<file path="src/sv/s2tl_pkg.sv">
// Shared types, constants and helpers for the strip-to-triangle-list unit.
// No dependencies; imported by every module of the block.
package s2tl_pkg;

  localparam int COUNT_WIDTH = 16;
  localparam int IDX_W       = 16;

  localparam logic [IDX_W-1:0] RESTART_INDEX = 16'hFFFF;

  localparam longint unsigned COUNT_SAT_INT =
    (COUNT_WIDTH >= 16) ? 64'hFFFF : ((64'd1 << COUNT_WIDTH) - 64'd1);
  localparam logic [COUNT_WIDTH-1:0] COUNT_SAT = COUNT_SAT_INT[COUNT_WIDTH-1:0];

  localparam int FIFO_DEPTH = 4;
  localparam int FIFO_AW    = $clog2(FIFO_DEPTH);
  localparam int FIFO_CW    = $clog2(FIFO_DEPTH + 1);

  typedef enum logic [2:0] {
    PH_LEAD0 = 3'b001,
    PH_LEAD1 = 3'b010,
    PH_STRIP = 3'b100
  } phase_t;

  typedef struct packed {
    logic [IDX_W-1:0]       older;
    logic [IDX_W-1:0]       newer;
    phase_t                 phase;
    logic                   wind;
    logic [COUNT_WIDTH-1:0] count;
  } strip_state_t;

  typedef struct packed {
    logic [IDX_W-1:0] v0;
    logic [IDX_W-1:0] v1;
    logic [IDX_W-1:0] v2;
    logic             is_tri;
    logic             eom;
    logic [15:0]      count;
  } result_t;

  typedef struct packed {
    logic [FIFO_CW-1:0] level;
    logic               room2;
  } fifo_stat_t;

  localparam strip_state_t STATE_CLEAR = '{
    older: '0, newer: '0, phase: PH_LEAD0, wind: 1'b0, count: '0
  };

  // Widen, then keep the low 16 bits of the count for the result field.
  function automatic logic [15:0] count_to_field(input logic [COUNT_WIDTH-1:0] c);
    logic [47:0] wide;
    wide = 48'(c);
    return wide[15:0];
  endfunction

endpackage

</file>
<file path="src/sv/s2tl_step.sv">
// One strip step: byte swap, leading-pair load, restart, triangle and end marker.
// Pure combinational; depends on s2tl_pkg.
module s2tl_step import s2tl_pkg::*; (
  input  strip_state_t     cur,
  input  logic [IDX_W-1:0] raw_index,
  input  logic             last,
  input  logic [15:0]      vertex_count,
  output strip_state_t     nxt,
  output result_t          res0,
  output result_t          res1,
  output logic [1:0]       res_vld
);

  logic [IDX_W-1:0]       c;
  logic                   tri_hit;
  logic                   wind_nxt;
  logic [COUNT_WIDTH-1:0] count_nxt;
  strip_state_t           mid;
  result_t                tri_res;
  result_t                eom_res;

  assign c = {raw_index[7:0], raw_index[15:8]};

  always_comb begin
    mid       = cur;
    tri_hit   = 1'b0;
    wind_nxt  = cur.wind;
    count_nxt = cur.count;
    unique case (cur.phase)
      PH_LEAD0: begin
        mid.older = c;
        mid.phase = PH_LEAD1;
      end
      PH_LEAD1: begin
        mid.newer = c;
        mid.phase = PH_STRIP;
      end
      default: begin
        if (c == RESTART_INDEX) begin
          mid.phase = PH_LEAD0;
          mid.wind  = 1'b0;
        end else begin
          wind_nxt = ~cur.wind;
          tri_hit  = (vertex_count != 16'd0) && (cur.older != cur.newer) &&
                     (cur.newer != c) && (c != cur.older);
          if (tri_hit && (cur.count < COUNT_SAT)) begin
            count_nxt = cur.count + COUNT_WIDTH'(1);
          end
          mid.wind  = wind_nxt;
          mid.count = count_nxt;
          mid.older = cur.newer;
          mid.newer = c;
        end
      end
    endcase
  end

  always_comb begin
    tri_res.v0     = cur.older;
    tri_res.v1     = wind_nxt ? cur.newer : c;
    tri_res.v2     = wind_nxt ? c : cur.newer;
    tri_res.is_tri = 1'b1;
    tri_res.eom    = 1'b0;
    tri_res.count  = 16'd0;

    eom_res.v0     = '0;
    eom_res.v1     = '0;
    eom_res.v2     = '0;
    eom_res.is_tri = 1'b0;
    eom_res.eom    = 1'b1;
    eom_res.count  = (vertex_count != 16'd0) ? count_to_field(count_nxt) : 16'd0;
  end

  // Triangle always goes first; end marker fills the next free slot.
  always_comb begin
    res0    = tri_hit ? tri_res : eom_res;
    res1    = eom_res;
    res_vld = {tri_hit && last, tri_hit || last};
    nxt     = last ? STATE_CLEAR : mid;
  end

endmodule

</file>
<file path="src/sv/s2tl_fifo.sv">
// Small result queue: up to two pushes and one pop per cycle.
// Depends on s2tl_pkg for result_t and the depth constants.
module s2tl_fifo import s2tl_pkg::*; (
  input  logic       clk,
  input  logic       rst_n,
  input  logic [1:0] push,
  input  result_t    din0,
  input  result_t    din1,
  input  logic       pop,
  output result_t    dout,
  output logic       not_empty,
  output fifo_stat_t stat
);

  result_t            mem_r [FIFO_DEPTH];
  logic [FIFO_AW-1:0] wr_ptr_r, wr_ptr_nxt;
  logic [FIFO_AW-1:0] rd_ptr_r, rd_ptr_nxt;
  logic [FIFO_CW-1:0] level_r, level_nxt;
  logic               do_pop;

  assign not_empty  = (level_r != '0);
  assign do_pop     = pop && not_empty;
  assign dout       = mem_r[rd_ptr_r];
  assign stat.level = level_r;
  assign stat.room2 = (level_r <= FIFO_CW'(FIFO_DEPTH - 2));

  always_comb begin
    wr_ptr_nxt = wr_ptr_r + FIFO_AW'(push[0]) + FIFO_AW'(push[1]);
    rd_ptr_nxt = rd_ptr_r + FIFO_AW'(do_pop);
    level_nxt  = level_r + FIFO_CW'(push[0]) + FIFO_CW'(push[1]) - FIFO_CW'(do_pop);
  end

  always_ff @(posedge clk) begin
    if (push[0]) begin
      mem_r[wr_ptr_r] <= din0;
    end
    if (push[1]) begin
      mem_r[wr_ptr_r + FIFO_AW'(1)] <= din1;
    end
  end

  always_ff @(posedge clk) begin
    if (!rst_n) begin
      wr_ptr_r <= '0;
      rd_ptr_r <= '0;
      level_r  <= '0;
    end else begin
      wr_ptr_r <= wr_ptr_nxt;
      rd_ptr_r <= rd_ptr_nxt;
      level_r  <= level_nxt;
    end
  end

endmodule

</file>
<file path="src/sv/strip_to_triangle_list_unit.sv">
// Top level of the strip-to-triangle-list unit.
// Depends on s2tl_pkg, s2tl_step and s2tl_fifo.
//
// Converts a stream of big-endian 16-bit triangle-strip indices into a
// triangle list with primitive restart (0xFFFF after byte swap). One index
// request is taken per clock while the queue has room: it lands in an
// input register, one short combinational step (s2tl_step) updates the
// strip state and forms up to two results, and those go into a four-entry
// result queue that drives the out_ channel. Sustained rate is one index
// per cycle while each index gives at most one result and the queue has
// room; an index that closes a triangle and ends the mesh gives two
// results, which the queue absorbs. The input register advances only
// while the queue has room for two results.
// Write cfg_wr_data to vertex_count (zero suppresses triangles) only while
// the block is idle.
module strip_to_triangle_list_unit import s2tl_pkg::*; (
  input  logic        clk,
  input  logic        rst_n,
  input  logic        cfg_wr_en,
  input  logic [15:0] cfg_wr_data,
  input  logic        in_valid,
  output logic        in_ready,
  input  logic [15:0] in_raw_index,
  input  logic        in_last,
  output logic        out_valid,
  input  logic        out_ready,
  output logic [15:0] out_first_vertex,
  output logic [15:0] out_second_vertex,
  output logic [15:0] out_third_vertex,
  output logic        out_is_triangle,
  output logic        out_end_of_mesh,
  output logic [15:0] out_triangle_count
);

  logic [15:0]      vertex_count_r;
  logic             stg_vld_r, stg_vld_nxt;
  logic [IDX_W-1:0] stg_idx_r;
  logic             stg_last_r;
  strip_state_t     state_r, state_nxt;
  result_t          res0, res1, head;
  logic [1:0]       res_vld;
  logic             fire;
  logic             in_take;
  fifo_stat_t       q_stat;

  // Config register: plain write, no read-back.
  always_ff @(posedge clk) begin
    if (!rst_n) begin
      vertex_count_r <= 16'd0;
    end else if (cfg_wr_en) begin
      vertex_count_r <= cfg_wr_data;
    end
  end

  // Process the staged index when the queue can hold both possible results.
  assign fire     = stg_vld_r && q_stat.room2;
  assign in_ready = !stg_vld_r || fire;
  assign in_take  = in_valid && in_ready;

  always_comb begin
    stg_vld_nxt = in_take ? 1'b1 : (fire ? 1'b0 : stg_vld_r);
  end

  always_ff @(posedge clk) begin
    if (!rst_n) begin
      stg_vld_r <= 1'b0;
    end else begin
      stg_vld_r <= stg_vld_nxt;
    end
  end

  // Hold payload until a new request is taken.
  always_ff @(posedge clk) begin
    if (in_take) begin
      stg_idx_r  <= in_raw_index;
      stg_last_r <= in_last;
    end
  end

  s2tl_step u_step (
    .cur          (state_r),
    .raw_index    (stg_idx_r),
    .last         (stg_last_r),
    .vertex_count (vertex_count_r),
    .nxt          (state_nxt),
    .res0         (res0),
    .res1         (res1),
    .res_vld      (res_vld)
  );

  // Strip state advances only on a processed index.
  always_ff @(posedge clk) begin
    if (!rst_n) begin
      state_r <= STATE_CLEAR;
    end else if (fire) begin
      state_r <= state_nxt;
    end
  end

  s2tl_fifo u_fifo (
    .clk       (clk),
    .rst_n     (rst_n),
    .push      (fire ? res_vld : 2'b00),
    .din0      (res0),
    .din1      (res1),
    .pop       (out_ready),
    .dout      (head),
    .not_empty (out_valid),
    .stat      (q_stat)
  );

  assign out_first_vertex   = head.v0;
  assign out_second_vertex  = head.v1;
  assign out_third_vertex   = head.v2;
  assign out_is_triangle    = head.is_tri;
  assign out_end_of_mesh    = head.eom;
  assign out_triangle_count = head.count;

`ifndef SYNTHESIS
  // Queue never overfills.
  a_queue_bound: assert property (@(posedge clk) disable iff (!rst_n)
    q_stat.level <= FIFO_CW'(FIFO_DEPTH))
    else $error("result queue overflow");

  // A mesh-ending index returns the strip to its start state.
  a_mesh_clear: assert property (@(posedge clk) disable iff (!rst_n)
    (fire && stg_last_r) |=> (state_r.phase == PH_LEAD0 && state_r.count == '0
                              && state_r.wind == 1'b0))
    else $error("strip state not cleared after last index");

  // A result is either a triangle or an end marker, never both nor neither.
  a_result_kind: assert property (@(posedge clk) disable iff (!rst_n)
    out_valid |-> (out_is_triangle != out_end_of_mesh))
    else $error("malformed result at head of queue");

  // Stage drains when the queue has room.
  a_stage_moves: assert property (@(posedge clk) disable iff (!rst_n)
    (stg_vld_r && q_stat.room2 && !in_valid) |=> !stg_vld_r)
    else $error("staged index not processed");
`endif

endmodule

</file>
<file path="config.mk">
export PLATFORM = sky130hd
export DESIGN_NAME = strip_to_triangle_list_unit
export DESIGN_NICKNAME = d
export VERILOG_FILES = /design/src/sv/s2tl_pkg.sv /design/src/sv/s2tl_step.sv /design/src/sv/s2tl_fifo.sv /design/src/sv/strip_to_triangle_list_unit.sv
export SDC_FILE = /design/constraint.sdc
export NUM_CORES = 1
export LEC_CHECK = 0
export BUFFER_PORTS_ARGS = -buffer_cell sky130_fd_sc_hd__buf_2
export CAP_MARGIN = 20
export CORE_MARGIN = 2
export CORE_UTILIZATION = 35
export DETAILED_ROUTE_END_ITERATION = 7
export REMOVE_ABC_BUFFERS = 1
export SYNTH_ARGS = -nofsm -noshare
export SYNTH_HDL_FRONTEND = slang
export SYNTH_HIERARCHICAL = 1
export SYNTH_SLANG_ARGS = --single-unit
</file>
<file path="constraint.sdc">
create_clock -name clk -period 9.19 [get_ports clk]
set_clock_uncertainty 0.05 [all_clocks]
set_input_delay 1.838 -clock clk [delete_from_list [all_inputs] [get_ports clk]]
set_output_delay 1.838 -clock clk [all_outputs]
set_load 0.03 [all_outputs]
</file>
Word level (Yosys, flattened, before mapping). Memory sizes are Yosys's and may differ from the RTL's. A register that Yosys moved wholly into a read port is not among the register bits. Cells that the tools add are included.

Flip-flop bits (word level): 93. RAM bits: 264. Input port bits: 38. Output and inout bits: 68. Logic and storage cells: 82. Memories kept: 1.

$add $sub $neg: 8. $lt $le $gt $ge: 2. Eq/ne operators: 11. Muxes and demuxes: 27. Bitwise gates (word level): 1. Reduce and logical (&&, ||, !) cells: 20.

Memories: u_fifo.mem_r (depth 4, bits a word 66, rd ports 1, clocked after memory_dff 1, wr ports 2, RTL line s2tl_fifo.sv:15) `result_t mem_r [FIFO_DEPTH];`.

Operator list (number): $mux W16 (6); $mux W66 (1); $pmux W16 S2 (2); $mux W52 (1); $ne A16 B16 Y1 (3); $mux W32 (1); $mux W17 (1); $add A16 B1 Y16 const B (1); $eq A16 B16 Y1 const B (1); $lt A16 B16 Y1 const B (1); $reduce_bool A16 Y1 (1); $mux W1 (11); $logic_and A1 B1 Y1 (8); $add A2 B1 Y2 (3); $add A3 B1 Y3 (2); $ne A3 B3 Y1 const B (2); $pmux W3 S2 (1); $reduce_and A3 Y1 (2); $mux W2 (2); $ne A2 B2 Y1 const B (2); $reduce_and A2 Y1 (2); $reduce_bool A4 Y1 (1); $eq A3 B1 Y1 const B (1); $eq A3 B2 Y1 const B (1); 11 further kinds (12).

Depth between registers and ports, before layout. Gate-level depths: netlist of the first run.

Depth after elaboration: 11. Gate-level depth with buffers: 16. Depth with buffers taken out: 13.

Hierarchy. Netlist of the first run, hierarchy kept.

Modules (own cells, without submodules): s2tl_fifo (times used 1, cells each 680, area an instance 13106.3 um^2, seq. area each 8067.7 um^2); strip_to_triangle_list_unit (times used 1, cells each 314, area an instance 3393.3 um^2, seq. area each 1891.8 um^2); s2tl_step (times used 1, cells each 546, area an instance 3261.9 um^2, seq. area each 0.0 um^2).

Least setup slack after synthesis of the first run. OpenSTA, ideal clock, no wires.

Kind: register to register. Start point: reg state_r[18] in the netlist's numbering. End point: mem u_fifo/mem_r[2][0] in the netlist's numbering (enable). Arrival time: 6.491 ns. Data required time: 8.559 ns. Setup slack: 2.068 ns. Cell stages (with the launch flop): 12. Cells stage by stage: dfxtp_1 -> nand2b_1 -> buf_6 -> a21oi_4 -> nor3_4 -> nand4_4 -> buf_2 -> buf_2 -> nand2_1 -> and3_1 -> nand2b_1 -> o21ai_0.

RTL lines: start: declaration (RTL line strip_to_triangle_list_unit.sv:39) `strip_state_t state_r, state_nxt;`; start signal: assignment (RTL line strip_to_triangle_list_unit.sv:96) `state_r <= state_nxt;`; end: declaration (RTL line s2tl_fifo.sv:15).

==> run metrics, run 1 <==
Crit Path Category flop to primary output; Synth Area in Compound Gates 0.0661; Die H approximately 240 um; antenna violations before repair 0; routed length per instance about 21 um; fin area 0.0219 mm^2; core area 0.0561 mm^2; Yosys top cell area share 0.427; largest family of logic cells by synthesized area multiplexers; Highest Clock Rate 201 MHz; yosys warns 6; fill count between 5,000 and 6,000; mux contribution to synthesized area 0.243; Clock Tree Buf Depth 3; synthesized area between 0.015 and 0.02 mm^2; grt ovf 0; Final ANT Viol Nets 0; post-synthesis adder-cell area fraction 0.00620; Core Rows 87; DRC violations left 0; R2R depth 10; synth unique cells 56; IO Pins 106; final hold violation count 0; fin nets around 1,600; crit-path cells buf_4 > mux4_2 > buf_2; dominant cells by area after synthesis edfxtp_1 43%, mux2_2 13%, dfxtp_1 7.7%; Clock power frac 0.337; startpoint types flop; simple-gate share of the synthesized area 0.0935; Critical Path Slowest Stage Cell dfxtp_4; drt via density 5.30; Levels on crit path 3; Post-synth ARST share 0; RSZ-0062 raised after global routing no; Reg power frac 0.392; CTS tree built; largest net degree at the start of global routing 112; DR vias 12,484; Net Switching roughly 1.7 mW; hold depth 2; clock transition at the registers of the reported paths 60 ps; Max-slew headroom 0.257; Tmin final 4970 ps; Slew Viols, Final 0; Setup Buffers After CTS 0; # diodes 0; drt total wl between 50 and 60 mm; Yosys reg bits 357; Placed Area 0.0205 mm^2; Pre-antenna DRT Iters 5; RePlAce Congestion 0.871; 1st-iter DRT viols 834; vias in the first global route 12,923; top_reg_cell synth edfxtp_1; worst slew pin tran 1110 ps; buffers plus inverters on the worst setup path 2; Layout Area Growth over Synthesis 10.8%; worst endpoint data arrival time 3080 ps; Logic pwr share 0.270; period utilization 0.541; dominant cell type by area after synthesis edfxtp_1; crit end category primary output; CTS resizes 0; status finished clean; total track usage 0.171; Pwr Density 230 mW/mm^2; CTS Buf Count 42; H-tree depth 2; Max Cap Viol 0; IO buf count 105; final setup TNS 0 ps; IR drop worst, VDD 0.000167 V; Post-synth top cells 281 x edfxtp_1, 232 x mux2_2, 152 x nand2_1; first-pass GRT wire length 78.2 mm; clk sinks around 360; Post-DP HPWL ~30 mm; Gate Count Post-Synth 1,540; xor and xnor fraction of the mapped netlist area 0.0226; Net Sw Frac 0.334; layout cells sized above 1 0.354; Syn Area/Cell roughly 13 um^2; final setup fails 0; Post-CTS Hold Fix Bufs 0; die outline width 242 um; worst-path maximum fanout 38; Post-synth EDFFs 281; critical path's top delay family buffers and inverters; Largest stage delay, worst path 910 ps; Internal Pwr Total between 3 and 4 mW; HP Class flop to flop; CTS root buf clkbuf_16; die footprint a little under 0.06 mm^2; top-count cell post-synth edfxtp_1; Leakage Power 8.20 nW; initial cell density of the core 0.353; register area share after synthesis 0.504; Worst-Skew Late Latency 580 ps; Critical Path RT 7300 ps
## stage by stage
step / worst slack, ps / utilization / hold slack, ps / total power [mW] / instances
floorplan: 498 / - / 413 / 2.94 / 1392
global placement: 4330 / 0.365 / 446 / 3.38 / 2275
detailed placement: 4260 / 0.365 / 460 / 3.39 / 2275
CTS: 4080 / 0.390 / 470 / 5.10 / 2353
global route: 3960 / 0.390 / 485 / 5.27 / 2354
finish: 4220 / 0.390 / 474 / 5.04 / 2354
## power by group through the flow
stage                     Sequential, mW  Combinational (mW)  Clock (mW)
after floorplan                     2.02               0.918           0
after global placement              2.01                1.37           0
after detailed placement            2.02                1.37           0
after CTS                           1.98                1.38        1.74
after global routing                2.00                1.47        1.80
final                               1.98                1.36        1.70
## layout make-up
| cell class | count | area, um^2 | share of cell area |
|---|---|---|---|
| Multi-Input combinational cell | 1019 | 8790 | 0.401 |
| Clock buffer | 58 | 1180 | 0.0540 |
| Sequential cell | 357 | 9970 | 0.455 |
| Clock inverter | 20 | 224 | 0.0102 |
| Inverter | 16 | 60.1 | 0.00274 |
| Timing Repair Buffer | 128 | 721 | 0.0329 |
| Tap cell | 756 | 946 | 0.0432 |
## metal layers
metal / share of wire / GRT usage / routed length, um
met3: 0.046 / 0.0297 / 2330
met1: 0.45 / 0.230 / 22500
met5: 0 / 0 / 0
met4: 0.016 / 0.0378 / 786
met2: 0.49 / 0.290 / 24800
## state kept, by name, summed over array words and instances, names as in the netlist
signal	flops
u_fifo/wr_ptr_r	2
stg_vld_r	1
u_fifo/mem_r	264
u_fifo/rd_ptr_r	2
stg_last_r	1
state_r	52
vertex_count_r	16
stg_idx_r	16
u_fifo/level_r	3
## worst min-delay path, cell delays in order (launching register included)
cell     delay [ps]
dfxtp_1         330
mux2i_1          70
nor2b_1          90
## cell families after synthesis
group	count (synthesis)
xor+xnor	51
flops	357
mux	364
compound gates	194
buf+inv	212
simple gates	352
other cells	2
fa+ha+maj	8
## layout by cell type, fill, tap and decap left out, types with 24 or more instances in the layout
cell type	count
a21oi_1	78
mux2i_1	33
buf_2	104
o21ai_2	49
edfxtp_1	281
and2_1	24
dfxtp_1	73
mux4_2	66
mux2_1	33
xor2_1	50
nand2_1	152
clkbuf_16	43
nand4_1	65
conb_1	50
mux2_2	232
## final timing paths
path | start | endpoint | slack, ps
setup / recovery | u_fifo/rd_ptr_r[0] | out_second_vertex[7] | 4220
hold / removal | vertex_count_r[4] | vertex_count_r[4] | 470
setup reg to reg | state_r[18] | u_fifo/mem_r[2][49] | 4310
hold reg to reg | vertex_count_r[4] | vertex_count_r[4] | 470
No activity file was read; power rests on OpenSTA's default activity.
==> inputs of run 2 (changes only) <==
clock period = 5.1 ns   (was 9.19 ns; I/O delays follow)
==> run metrics, run 2 (synthesis gave the netlist of run 1 again) <==
status finished clean; Tmin final a little over 4000 ps; commonest non-fill, non-tap cell in the layout edfxtp_1; Max Cap Viol 0; 1st-iter DRT viols a little over 1,000; vias in the first global route 12,709; largest net degree at the start of global routing 85; die outline width 242 um; Layout Cells excl Fill between 2,000 and 2,500; startpoint types flop; Reg power frac 0.408; met2 wire length 23.8 mm; IO buf count ~110; buffers plus inverters on the worst setup path 1; hold depth 2; Leakage Power 8.13 nW; wire length on met1 roughly 21 mm; CTS Buf Count 40; placed insts 2,281; layout cells sized above 1 0.348; WL met3 approximately 2.2 mm; Post-DP HPWL 29.8 mm; DR vias around 12,000; clk sinks 357; Largest stage delay, worst path 850 ps; RePlAce Congestion 0.886; Net Sw Frac 0.334; Regs by FF count u_fifo/mem_r (264), state_r (52); fin nets 1,614; H-tree depth 2; Clock power frac 0.312; Final ANT Viol Nets 0; die footprint around 0.058 mm^2; HP Class flop to flop; Highest Clock Rate around 240 MHz; Critical Path Slowest Stage Cell nor2_4; fill count 5,311; core area 0.0561 mm^2; drt via density 5.24; worst r2r dst u_fifo/mem_r[1][57]; CTS tree built; Internal Pwr Total 5.82 mW; worst endpoint data arrival time 4260 ps; crit path launch vertex_count_r[5]; Net Switching about 3 mW; Slew Viols, Final 0; total track usage 0.165; antenna violations before repair 0; RSZ-0062 raised after global routing no; Critical Path RT 5270 ps; # diodes 0; WHS Endpoint state_r[16]; period utilization 0.802; R2R depth 9; area of the multi-input gates 0.00877 mm^2; DRC violations left 0; IR drop worst, VDD roughly 0.00021 V; initial cell density of the core 0.353; drt total wl 48.3 mm; Largest Register u_fifo/mem_r; Post-CTS Hold Fix Bufs 0; Setup Buffers After CTS 0; Core Rows 87; grt ovf 0; first-pass GRT wire length 75.6 mm; final setup TNS 0 ps; CTS resizes 0; CTS root buf clkbuf_16; max reg flops 264; Crit Path Category flop to flop; IO Pins 106; worst r2r src vertex_count_r[5]; Worst-Skew Late Latency 550 ps; most frequent cells in the layout 281 x edfxtp_1, 232 x mux2_2, 152 x nand2_1; Layout Area Growth over Synthesis 10.1%; Register Area between 0.009 and 0.01 mm^2; final setup fails 0; critical path's top delay family simple AND/OR/NAND/NOR gates; R2R Setup Slk 1010 ps; final hold violation count 0; routed length per instance 20.5 um; crit end category flop; Logic pwr share 0.280; top layer used by detailed routing met4; Levels on crit path 9; worst-path maximum fanout 37; Pre-antenna DRT Iters 5; worst slew pin tran around 1100 ps; Worst Hold Launch state_r[16]; Die H between 200 and 250 um; Pwr Density 402 mW/mm^2; Max-slew headroom 0.286; crit-path cells nor4_1 > and4_1 > nor3_4 > nand4_4 > nor2_1 > and3_1 > mux2i_1 > nor2_4 > buf_12; clock transition at the registers of the reported paths 60 ps; Clock Tree Buf Depth 3
-- run 2: changes by cell type in the layout (fill, tap and decap cells not counted), moves of 2 or more --
cell / before / now
clkbuf_1: 10 / 15
clkbuf_16: 43 / 41
bufinv_16: 4 / 1
buf_12: 0 / 4
buf_4: 23 / 26
inv_6: 2 / 0
clkinv_2: 8 / 4
clkinvlp_4: 3 / 1
clkinv_1: 3 / 7
-- run 2: power groups by stage --
stage | sequential, mW | combinational [mW] | clock [mW]
floorplan | 3.65 | 1.65 | 0
global placement | 3.63 | 2.46 | 0
detailed placement | 3.64 | 2.47 | 0
CTS | 3.58 | 2.48 | 2.80
global route | 3.60 | 2.65 | 2.90
finish | 3.57 | 2.45 | 2.72
-- run 2: area by class of cell --
type,count,area share
Sequential cell,357,0.458
Multi-Input combinational cell,1019,0.403
Clock buffer,60,0.0523
Tap cell,756,0.0435
Timing Repair Buffer,134,0.0366
Clock inverter,12,0.00368
Inverter,16,0.00276
-- run 2: stage by stage --
stage,hold slack [ps],utilization,instance area (um^2),power [mW],worst slack [ps]
floorplan,413,-,18700,5.30,-3590
global placement,442,0.366,20500,6.09,1060
detailed placement,450,0.366,20500,6.11,1020
CTS,457,0.388,21700,8.86,963
global route,489,0.388,21800,9.14,752
finish,452,0.388,21800,8.74,1010
-- run 2: per-layer routing --
metal / track usage / vias up
met5: 0 / -
met4: 0.0437 / 0
met3: 0.0267 / 65
met2: 0.276 / 271
met1: 0.222 / 6210
li1: - / 5781
-- run 2: worst max path at each step --
stage	slack, ps	endpoint
floorplan	-3590	u_fifo/mem_r[0][0]
global placement	1060	u_fifo/mem_r[1][50]
detailed placement	1020	u_fifo/mem_r[1][13]
CTS	960	u_fifo/mem_r[1][57]
global route	750	u_fifo/mem_r[1][65]
finish	1010	u_fifo/mem_r[1][57]
-- run 2: worst reg2reg max path, cell delays in order (launching register included) --
cell and delay [ps]:
dfxtp_1 340, nor4_1 70, and4_1 520, nor3_4 320
nand4_4 360, nor2_1 180, and3_1 430, mux2i_1 270
nor2_4 850, buf_12 360
